===== src/rtl/aiffw_pkg.sv =====
// ----------------------------------------------------------------------------
// aiffw_pkg
// Types and constants for the AIFF PCM stream writer: item structs,
// configuration register indexes, chunk identifiers and quantiser limits.
// ----------------------------------------------------------------------------
package aiffw_pkg;

    // Input item: start of file or one Q2.30 sample
    typedef struct packed {
        logic              func;
        logic signed [31:0] sample;
    } in_item_t;

    // Output item: one byte of the file
    typedef struct packed {
        logic [7:0] out_byte;
        logic       last;
        logic       error;
    } out_item_t;

    // Function codes of an input item
    localparam logic FUNC_START  = 1'b0;
    localparam logic FUNC_SAMPLE = 1'b1;

    typedef enum logic [1:0] {
        CFG_SAMPLE_FORMAT = 2'd0,
        CFG_CHANNEL_COUNT = 2'd1,
        CFG_FRAME_COUNT   = 2'd2,
        CFG_SAMPLE_RATE   = 2'd3
    } cfg_index_t;

    typedef enum logic [1:0] {
        JOB_HEADER = 2'd0,
        JOB_SAMPLE = 2'd1,
        JOB_ERROR  = 2'd2
    } job_kind_t;

    localparam int HDR_BYTES = 54;
    localparam int HDR_BITS  = HDR_BYTES * 8;

    localparam logic [31:0] ID_FORM = 32'h464F_524D;
    localparam logic [31:0] ID_AIFF = 32'h4149_4646;
    localparam logic [31:0] ID_COMM = 32'h434F_4D4D;
    localparam logic [31:0] ID_SSND = 32'h5353_4E44;

    localparam logic [31:0] COMM_SIZE = 32'd18;
    localparam logic [31:0] FORM_BASE = 32'(HDR_BYTES - 8);
    localparam logic [31:0] SSND_BASE = 32'd8;

    localparam logic [15:0] BITS_16 = 16'd16;
    localparam logic [15:0] BITS_24 = 16'd24;

    // Extended float exponent for a leading one at bit 31
    localparam int          EXP_BIAS = 16382;
    localparam logic [14:0] EXP_TOP  = 15'(EXP_BIAS + 32);

    localparam logic signed [26:0] LIM16_HI = 27'sd32767;
    localparam logic signed [26:0] LIM16_LO = -27'sd32768;
    localparam logic signed [26:0] LIM24_HI = 27'sd8388607;
    localparam logic signed [26:0] LIM24_LO = -27'sd8388608;

    localparam logic [31:0] RATE_RESET = 32'd44100;
    localparam logic [15:0] CHAN_RESET = 16'd1;

endpackage


===== src/rtl/aiff_pcm_stream_writer.sv =====
// ----------------------------------------------------------------------------
// aiff_pcm_stream_writer
// Turns start and sample items into the bytes of an AIFF PCM file.
// ----------------------------------------------------------------------------
// Usage
//   in_*  : valid/ready items; func = 0 starts a file, func = 1 carries one
//           Q2.30 sample in frame-major interleaved order.
//   out_* : valid/ready items, one file byte each, with last and error flags.
//   cfg_* : register writes (format, channels, frames, rate), taken at once;
//           write only while the block is idle.
// Timing
//   An item passes an input register and a job register; its first byte then
//   reaches the output register. The job register sends one byte per cycle
//   while the receiver takes them, so a start sends 54 header bytes, a 16-bit
//   sample 2 and a 24-bit sample 3 (4 with the pad byte). The next item is
//   taken while the current one finishes. After a register write in_ready
//   drops while the frame product settles; after a sample_rate write (and
//   after reset) it stays low until the leading-one search finishes, one bit
//   per cycle.
// Reset clears any open file. A stalled receiver holds the output register,
// and the job and input registers fill behind it before in_ready drops.
// ----------------------------------------------------------------------------
module aiff_pcm_stream_writer (
    input  logic                   clk,
    input  logic                   rst_n,
    input  logic                   in_valid,
    output logic                   in_ready,
    input  aiffw_pkg::in_item_t    in_data,
    output logic                   out_valid,
    input  logic                   out_ready,
    output aiffw_pkg::out_item_t   out_data,
    input  logic                   cfg_valid,
    output logic                   cfg_ready,
    input  aiffw_pkg::cfg_index_t  cfg_index,
    input  logic [31:0]            cfg_data
);
    import aiffw_pkg::*;

    // Configuration and derived sizes
    logic        sample_format_reg, sample_format_next;
    logic [15:0] channel_count_reg, channel_count_next;
    logic [31:0] frame_count_reg, frame_count_next;
    logic [47:0] total_reg;
    logic [49:0] sound_reg;
    logic [1:0]  settle_reg, settle_next;
    logic [31:0] mant_reg, mant_next;
    logic [14:0] expo_reg, expo_next;
    logic        norm_busy_reg, norm_busy_next;

    // File state
    logic        file_open_reg, file_open_next;
    logic [47:0] samples_left_reg, samples_left_next;
    logic        fmt24_reg, fmt24_next;
    logic        pad_reg, pad_next;

    // Pipeline registers
    logic        in_valid_reg, in_valid_next;
    in_item_t    in_item_reg;
    logic        job_valid_reg, job_valid_next;
    job_kind_t   job_kind_reg, job_kind_next;
    logic [5:0]  job_len_reg, job_len_next;
    logic [5:0]  job_idx_reg, job_idx_next;
    logic [23:0] job_val_reg, job_val_next;
    logic        job_fmt24_reg, job_fmt24_next;
    logic        job_end_reg, job_end_next;
    logic        out_valid_reg, out_valid_next;
    out_item_t   out_item_reg, out_item_next;

    logic        cfg_fire, in_fire, emit_fire, job_done, job_free, in_move, final_smp;

    // Quantiser
    logic [55:0]        s_ext, prod;
    logic [25:0]        q_floor;
    logic [29:0]        q_rem;
    logic               q_inc;
    logic signed [26:0] q_round, q_clamp, lim_hi, lim_lo;

    // Header
    logic [HDR_BITS-1:0] hdr;
    logic [31:0]         form_size, ssnd_size;
    logic [8:0]          hdr_pos;
    logic [7:0]          byte_sel;

    assign cfg_ready = 1'b1;
    assign cfg_fire  = cfg_valid && cfg_ready;
    assign out_valid = out_valid_reg;
    assign out_data  = out_item_reg;

    assign emit_fire = job_valid_reg && (!out_valid_reg || out_ready);
    assign job_done  = emit_fire && (job_idx_reg == job_len_reg - 6'd1);
    assign job_free  = !job_valid_reg || job_done;
    assign in_move   = in_valid_reg && job_free;
    assign in_ready  = (!in_valid_reg || in_move) && (settle_reg == 2'd0) && !norm_busy_reg;
    assign in_fire   = in_valid && in_ready;
    assign final_smp = (samples_left_reg == 48'd1);

    // sample * limit as a shift and subtract, then round half to even and clamp
    always_comb
    begin
        s_ext   = {{24{in_item_reg.sample[31]}}, in_item_reg.sample};
        prod    = fmt24_reg ? ((s_ext << 23) - s_ext) : ((s_ext << 15) - s_ext);
        q_floor = prod[55:30];
        q_rem   = prod[29:0];
        q_inc   = q_rem[29] && ((q_rem[28:0] != 29'd0) || q_floor[0]);
        q_round = $signed({q_floor[25], q_floor}) + $signed({26'd0, q_inc});
        lim_hi  = fmt24_reg ? LIM24_HI : LIM16_HI;
        lim_lo  = fmt24_reg ? LIM24_LO : LIM16_LO;
        if (q_round > lim_hi)
        begin
            q_clamp = lim_hi;
        end
        else if (q_round < lim_lo)
        begin
            q_clamp = lim_lo;
        end
        else
        begin
            q_clamp = q_round;
        end
    end

    // Header image, built from registers the user must hold while a file is sent (not enforced here)
    always_comb
    begin
        form_size = FORM_BASE + sound_reg[31:0] + {31'd0, sound_reg[0]};
        ssnd_size = SSND_BASE + sound_reg[31:0];
        hdr = {ID_FORM, form_size, ID_AIFF,
               ID_COMM, COMM_SIZE, channel_count_reg, frame_count_reg,
               (sample_format_reg ? BITS_24 : BITS_16),
               {1'b0, expo_reg}, mant_reg, 32'd0,
               ID_SSND, ssnd_size, 32'd0, 32'd0};
        hdr_pos = {6'(HDR_BYTES - 1) - job_idx_reg, 3'b000};
    end

    // Byte of the current job
    always_comb
    begin
        byte_sel = 8'd0;
        case (job_kind_reg)
            JOB_HEADER:
            begin
                byte_sel = hdr[hdr_pos +: 8];
            end
            JOB_SAMPLE:
            begin
                case (job_idx_reg)
                    6'd0:    byte_sel = job_fmt24_reg ? job_val_reg[23:16] : job_val_reg[15:8];
                    6'd1:    byte_sel = job_fmt24_reg ? job_val_reg[15:8] : job_val_reg[7:0];
                    6'd2:    byte_sel = job_fmt24_reg ? job_val_reg[7:0] : 8'd0;
                    default: byte_sel = 8'd0;
                endcase
            end
            default:
            begin
                byte_sel = 8'd0;
            end
        endcase
    end

    always_comb
    begin
        sample_format_next = sample_format_reg;
        channel_count_next = channel_count_reg;
        frame_count_next   = frame_count_reg;
        settle_next        = (settle_reg != 2'd0) ? settle_reg - 2'd1 : settle_reg;
        mant_next          = mant_reg;
        expo_next          = expo_reg;
        norm_busy_next     = norm_busy_reg;

        // Leading-one search: advance one bit a cycle
        if (norm_busy_reg)
        begin
            if (mant_reg[31])
            begin
                norm_busy_next = 1'b0;
            end
            else
            begin
                mant_next = {mant_reg[30:0], 1'b0};
                expo_next = expo_reg - 15'd1;
            end
        end

        if (cfg_fire)
        begin
            settle_next = 2'd2;
            case (cfg_index)
                CFG_SAMPLE_FORMAT: sample_format_next = cfg_data[0];
                CFG_CHANNEL_COUNT: channel_count_next = cfg_data[15:0];
                CFG_FRAME_COUNT:   frame_count_next   = cfg_data;
                CFG_SAMPLE_RATE:
                begin
                    mant_next      = cfg_data;
                    expo_next      = (cfg_data == 32'd0) ? 15'd0 : EXP_TOP;
                    norm_busy_next = (cfg_data != 32'd0);
                end
                default: settle_next = 2'd2;
            endcase
        end
    end

    always_comb
    begin
        file_open_next    = file_open_reg;
        samples_left_next = samples_left_reg;
        fmt24_next        = fmt24_reg;
        pad_next          = pad_reg;
        in_valid_next     = in_valid_reg;
        job_valid_next    = job_valid_reg && !job_done;
        job_kind_next     = job_kind_reg;
        job_len_next      = job_len_reg;
        job_idx_next      = emit_fire ? job_idx_reg + 6'd1 : job_idx_reg;
        job_val_next      = job_val_reg;
        job_fmt24_next    = job_fmt24_reg;
        job_end_next      = job_end_reg;
        out_valid_next    = out_valid_reg;
        out_item_next     = out_item_reg;

        if (in_move)
        begin
            in_valid_next = 1'b0;
        end
        if (in_fire)
        begin
            in_valid_next = 1'b1;
        end

        if (in_move)
        begin
            if (in_item_reg.func == FUNC_START)
            begin
                job_valid_next = 1'b1;
                job_idx_next   = 6'd0;
                if (channel_count_reg == 16'd0)
                begin
                    file_open_next    = 1'b0;
                    samples_left_next = 48'd0;
                    job_kind_next     = JOB_ERROR;
                    job_len_next      = 6'd1;
                    job_end_next      = 1'b0;
                end
                else
                begin
                    fmt24_next        = sample_format_reg;
                    pad_next          = sound_reg[0];
                    samples_left_next = total_reg;
                    file_open_next    = (total_reg != 48'd0);
                    job_kind_next     = JOB_HEADER;
                    job_len_next      = 6'(HDR_BYTES);
                    job_end_next      = (total_reg == 48'd0);
                end
            end
            else if (file_open_reg && (samples_left_reg != 48'd0))
            begin
                samples_left_next = samples_left_reg - 48'd1;
                file_open_next    = !final_smp;
                job_valid_next    = 1'b1;
                job_idx_next      = 6'd0;
                job_kind_next     = JOB_SAMPLE;
                job_len_next      = (fmt24_reg ? 6'd3 : 6'd2) + {5'd0, final_smp && pad_reg};
                job_end_next      = final_smp;
                job_val_next      = q_clamp[23:0];
                job_fmt24_next    = fmt24_reg;
            end
            // otherwise drop the sample
        end

        if (emit_fire)
        begin
            out_valid_next         = 1'b1;
            out_item_next.out_byte = byte_sel;
            out_item_next.last     = job_end_reg && (job_idx_reg == job_len_reg - 6'd1);
            out_item_next.error    = (job_kind_reg == JOB_ERROR);
        end
        else if (out_ready)
        begin
            out_valid_next = 1'b0;
        end
    end

    always_ff @(posedge clk or negedge rst_n)
    begin
        if (!rst_n)
        begin
            sample_format_reg <= 1'b0;
            channel_count_reg <= CHAN_RESET;
            frame_count_reg   <= 32'd0;
            settle_reg        <= 2'd2;
            mant_reg          <= RATE_RESET;
            expo_reg          <= EXP_TOP;
            norm_busy_reg     <= 1'b1;
            file_open_reg     <= 1'b0;
            samples_left_reg  <= 48'd0;
            fmt24_reg         <= 1'b0;
            pad_reg           <= 1'b0;
            in_valid_reg      <= 1'b0;
            job_valid_reg     <= 1'b0;
            job_kind_reg      <= JOB_HEADER;
            job_len_reg       <= 6'd1;
            job_idx_reg       <= 6'd0;
            out_valid_reg     <= 1'b0;
        end
        else
        begin
            sample_format_reg <= sample_format_next;
            channel_count_reg <= channel_count_next;
            frame_count_reg   <= frame_count_next;
            settle_reg        <= settle_next;
            mant_reg          <= mant_next;
            expo_reg          <= expo_next;
            norm_busy_reg     <= norm_busy_next;
            file_open_reg     <= file_open_next;
            samples_left_reg  <= samples_left_next;
            fmt24_reg         <= fmt24_next;
            pad_reg           <= pad_next;
            in_valid_reg      <= in_valid_next;
            job_valid_reg     <= job_valid_next;
            job_kind_reg      <= job_kind_next;
            job_len_reg       <= job_len_next;
            job_idx_reg       <= job_idx_next;
            out_valid_reg     <= out_valid_next;
        end
    end

    // Payload registers
    always_ff @(posedge clk)
    begin
        total_reg <= {16'd0, frame_count_reg} * {32'd0, channel_count_reg};
        sound_reg <= {1'b0, total_reg, 1'b0}
                     + (sample_format_reg ? {2'b00, total_reg} : 50'd0);
        if (in_fire)
        begin
            in_item_reg <= in_data;
        end
        job_val_reg    <= job_val_next;
        job_fmt24_reg  <= job_fmt24_next;
        job_end_reg    <= job_end_next;
        out_item_reg   <= out_item_next;
    end

    // Checks
    a_job_idx_in_range: assert property (@(posedge clk) disable iff (!rst_n)
        job_valid_reg |-> (job_idx_reg < job_len_reg))
        else $error("job byte index beyond job length");

    a_open_matches_count: assert property (@(posedge clk) disable iff (!rst_n)
        file_open_reg == (samples_left_reg != 48'd0))
        else $error("file open flag disagrees with sample count");

    a_hold_after_cfg: assert property (@(posedge clk) disable iff (!rst_n)
        cfg_fire |=> !in_ready)
        else $error("item taken before derived sizes settled");

    a_hold_while_norm: assert property (@(posedge clk) disable iff (!rst_n)
        norm_busy_reg |-> !in_ready)
        else $error("item taken during leading-one search");

endmodule

===== config.mk =====
export PLATFORM = sky130hd
export DESIGN_NAME = aiff_pcm_stream_writer
export DESIGN_NICKNAME = d
export VERILOG_FILES = /design/src/rtl/aiffw_pkg.sv /design/src/rtl/aiff_pcm_stream_writer.sv
export SDC_FILE = /design/constraint.sdc
export NUM_CORES = 2
export LEC_CHECK = 0
export BUFFER_PORTS_ARGS = -buffer_cell sky130_fd_sc_hd__buf_2
export CORE_ASPECT_RATIO = 2
export CORE_UTILIZATION = 45
export CTS_CLUSTER_SIZE = 10
export DETAILED_ROUTE_END_ITERATION = 6
export PLACE_DENSITY = 0.7
export SLEW_MARGIN = 15
export SYNTH_ARGS = -nofsm -noshare
export SYNTH_HDL_FRONTEND = slang
export SYNTH_SLANG_ARGS = --single-unit

===== constraint.sdc =====
create_clock -name clk -period 7.85 [get_ports clk]
set_clock_uncertainty 0.05 [all_clocks]
set_input_delay 0.3925 -clock clk [delete_from_list [all_inputs] [get_ports clk]]
set_output_delay 0.3925 -clock clk [all_outputs]
set_load 0.02 [all_outputs]

==> metrics <==
status=completed; Startpoint Class=register; first-pass GRT wire length=239000 µm; Post-route DRC=0; clock tree buffer depth=3; Worst Hold Path EP=mant_reg[30]; P&R area growth vs syn=12.3%; Synth async-reset ratio=52.5%; Post-Route WL=163000 µm; min Tclk post-route=7.71 ns; number of global-route vias before repair=37400; slowest CP cell=or4_1; post-synth cell types=97; Die W=209 µm; Fillers=7951; core box area=84800 µm²; drt first-iter violations=2653; TritonCTS clock tree=built; routed len/inst=28.0 µm; die height=417 µm; Slew Viols, Final=0; final cell count without fillers=5818; Final Hold Slack=0.0349 ns; setup ws final=0.138 ns; global route overflow=0; share of cells above drive strength 1=12.1%; CTS clock-pin slew for the worst setup and hold paths=0.06 ns; r2r worst-path depth=34; final hold viol count=0; syn nets=5231; Final nets=5425; Die Area=87200 µm²; gr usage total=38.3%; largest net degree at the start of global routing=88; Seq. cell area=7830 µm²; worst-skew pair later-pin latency=0.64 ns; DP Wirelength=128000 µm; post-route ant nets=0; final setup violation count=0; Critical Path Fanout Max=6; Most common cell on crit path=buf_4; Post-Syn Area=38700 µm²; R2R Path End=job_val_reg[21]; GP Congestion=1.08; initial antenna violation count=24; effective utilization at floorplan=45.6%; standard-cell rows=151; IO Pins=85; Inserted Clock Buffers=39; maxcap violations=0; Avg Cell Area, Syn=8.58 µm²; Fmax=130 MHz; Synth Instances=4507; r2r startpoint=in_item_reg[23]; hold path depth=3; commonest non-fill, non-tap cell in the layout=nand2_1; Multi-input gate area=28100 µm²; PortBufs=83; Reg2Reg Setup Slack=0.14 ns; delay of the slowest cell on the worst path=0.48 ns; DR pass1 iterations=6; dpl ws=-0.348 ns; Main synth FF type=dfrtp_1; most frequent cells in the layout=nand2_1, inv_1, fa_1; relative max-transition margin=12.4%; critical path class=register to register; EDFF count, synth=69; Critical Path RT=8.16 ns; placed cells=5662; CTS Sinks=314; DR vias=35900; measured slew at the worst slew-check pin=1.31 ns; Worst Path Arrival=8.02 ns; post-route cell area=43500 µm²; H-tree Lvls=2; Final period util=98.2%; Worst Hold Launch=cfg_data[30]; sequential area share after synthesis=20.2%; Via-to-Cell Ratio=6.17; clock root cell=clkbuf_16; placed cell area=41400 µm²; synthesis-stage register bit count=314; worst hold path class=input pin to register; Critical Path Sink Type=register; Yosys warning total=0
-- per-layer routing --
layer / GRT usage [%] / wire length (µm) / part of all wire [%] / vias to the layer above
met2: 66.9 / 81800 / 50 / 1873
met4: 44.5 / 23600 / 14 / 18
met5: 1.02 / 123 / 0.075 / -
met3: 10.3 / 11600 / 7.1 / 977
li1: - / - / - / 15600
met1: 32.4 / 45900 / 28 / 17400
-- logic make-up after synthesis --
| logic type | Yosys count | synth area share (%) |
|---|---|---|
| AOI/OAI and AO/OA | 890 | 14.5 |
| xor gates and xnor gates | 192 | 4.35 |
| adders and majority gates | 652 | 29.2 |
| buffers and inverters | 787 | 7.71 |
| DFF | 314 | 20.2 |
| muxes | 144 | 4.49 |
| other | 1 | 0.00969 |
| and+or+nand+nor | 1527 | 19.5 |
-- what timing repair did --
| action | in CTS | in global routing |
|---|---|---|
| buffers inserted | 1 | 32 |
| resized for setup | 5 | 34 |
| endpoints found under the hold margin | 66 | 0 |
| pin swaps | 0 | 10 |
| endpoints found under the setup margin | 23 | 32 |
| hold buffers | 35 | 0 |
-- critical path, delay by kind of cell, from the launching register on --
kind / cells / cell delay (ns)
AOI/OAI and AO/OA: 7 / 1.39
xor gates and xnor gates: 1 / 0.15
adders and majority gates: 3 / 0.88
buffers and inverters: 9 / 1.54
DFF: 1 / 0.41
and+or+nand+nor: 14 / 2.98
-- synth_stat cells (80+ instances only) --
| cell type | n | area, µm² |
|---|---|---|
| inv_1 | 552 | 2070 |
| and2_1 | 265 | 1660 |
| nor3_1 | 94 | 470 |
| xnor2_1 | 114 | 998 |
| nor2_1 | 220 | 826 |
| clkbuf_1 | 208 | 781 |
| nand3_1 | 95 | 475 |
| nand2_1 | 560 | 2100 |
| dfxtp_1 | 80 | 1600 |
| fa_1 | 419 | 8390 |
| dfrtp_1 | 150 | 3750 |
| o21ai_0 | 257 | 1290 |
| ha_1 | 233 | 2920 |
| a21oi_1 | 222 | 1110 |
-- worst max path at each step --
| stage | startpoint | endpoint | slack, ns | depth (start not counted) |
|---|---|---|---|---|
| finish | in_item_reg[23] | job_val_reg[21] | 0.14 | 34 |
| global route | in_item_reg[20] | job_val_reg[16] | -0.05 | 32 |
| CTS | channel_count_reg[5] | total_reg[45] | 0.02 | 25 |
| detailed placement | in_item_reg[9] | job_val_reg[22] | -0.35 | 28 |
| global placement | in_item_reg[21] | job_val_reg[22] | -0.39 | 29 |
| floorplan | channel_count_reg[3] | total_reg[41] | 0.85 | 25 |
-- layout make-up --
class	count	area share, %
antenna	17	0.0979
tap	1071	3.08
multi-input combinational	3406	64.5
clock buffer	64	2.58
timing repair buffer	387	6.65
sequential	314	18.0
inverter	553	4.81
clock inverter	6	0.207
-- per-stage QoR --
stage	setup TNS (ns)	util (%)
global placement	-6.37	48.8
CTS	0	50.6
detailed placement	-5.31	48.8
finish	0	51.2
global route	-0.232	51.2
floorplan	0	-
Power is not shown: default switching activity piles up to over one toggle a cycle in this logic, so the estimate is an artifact.
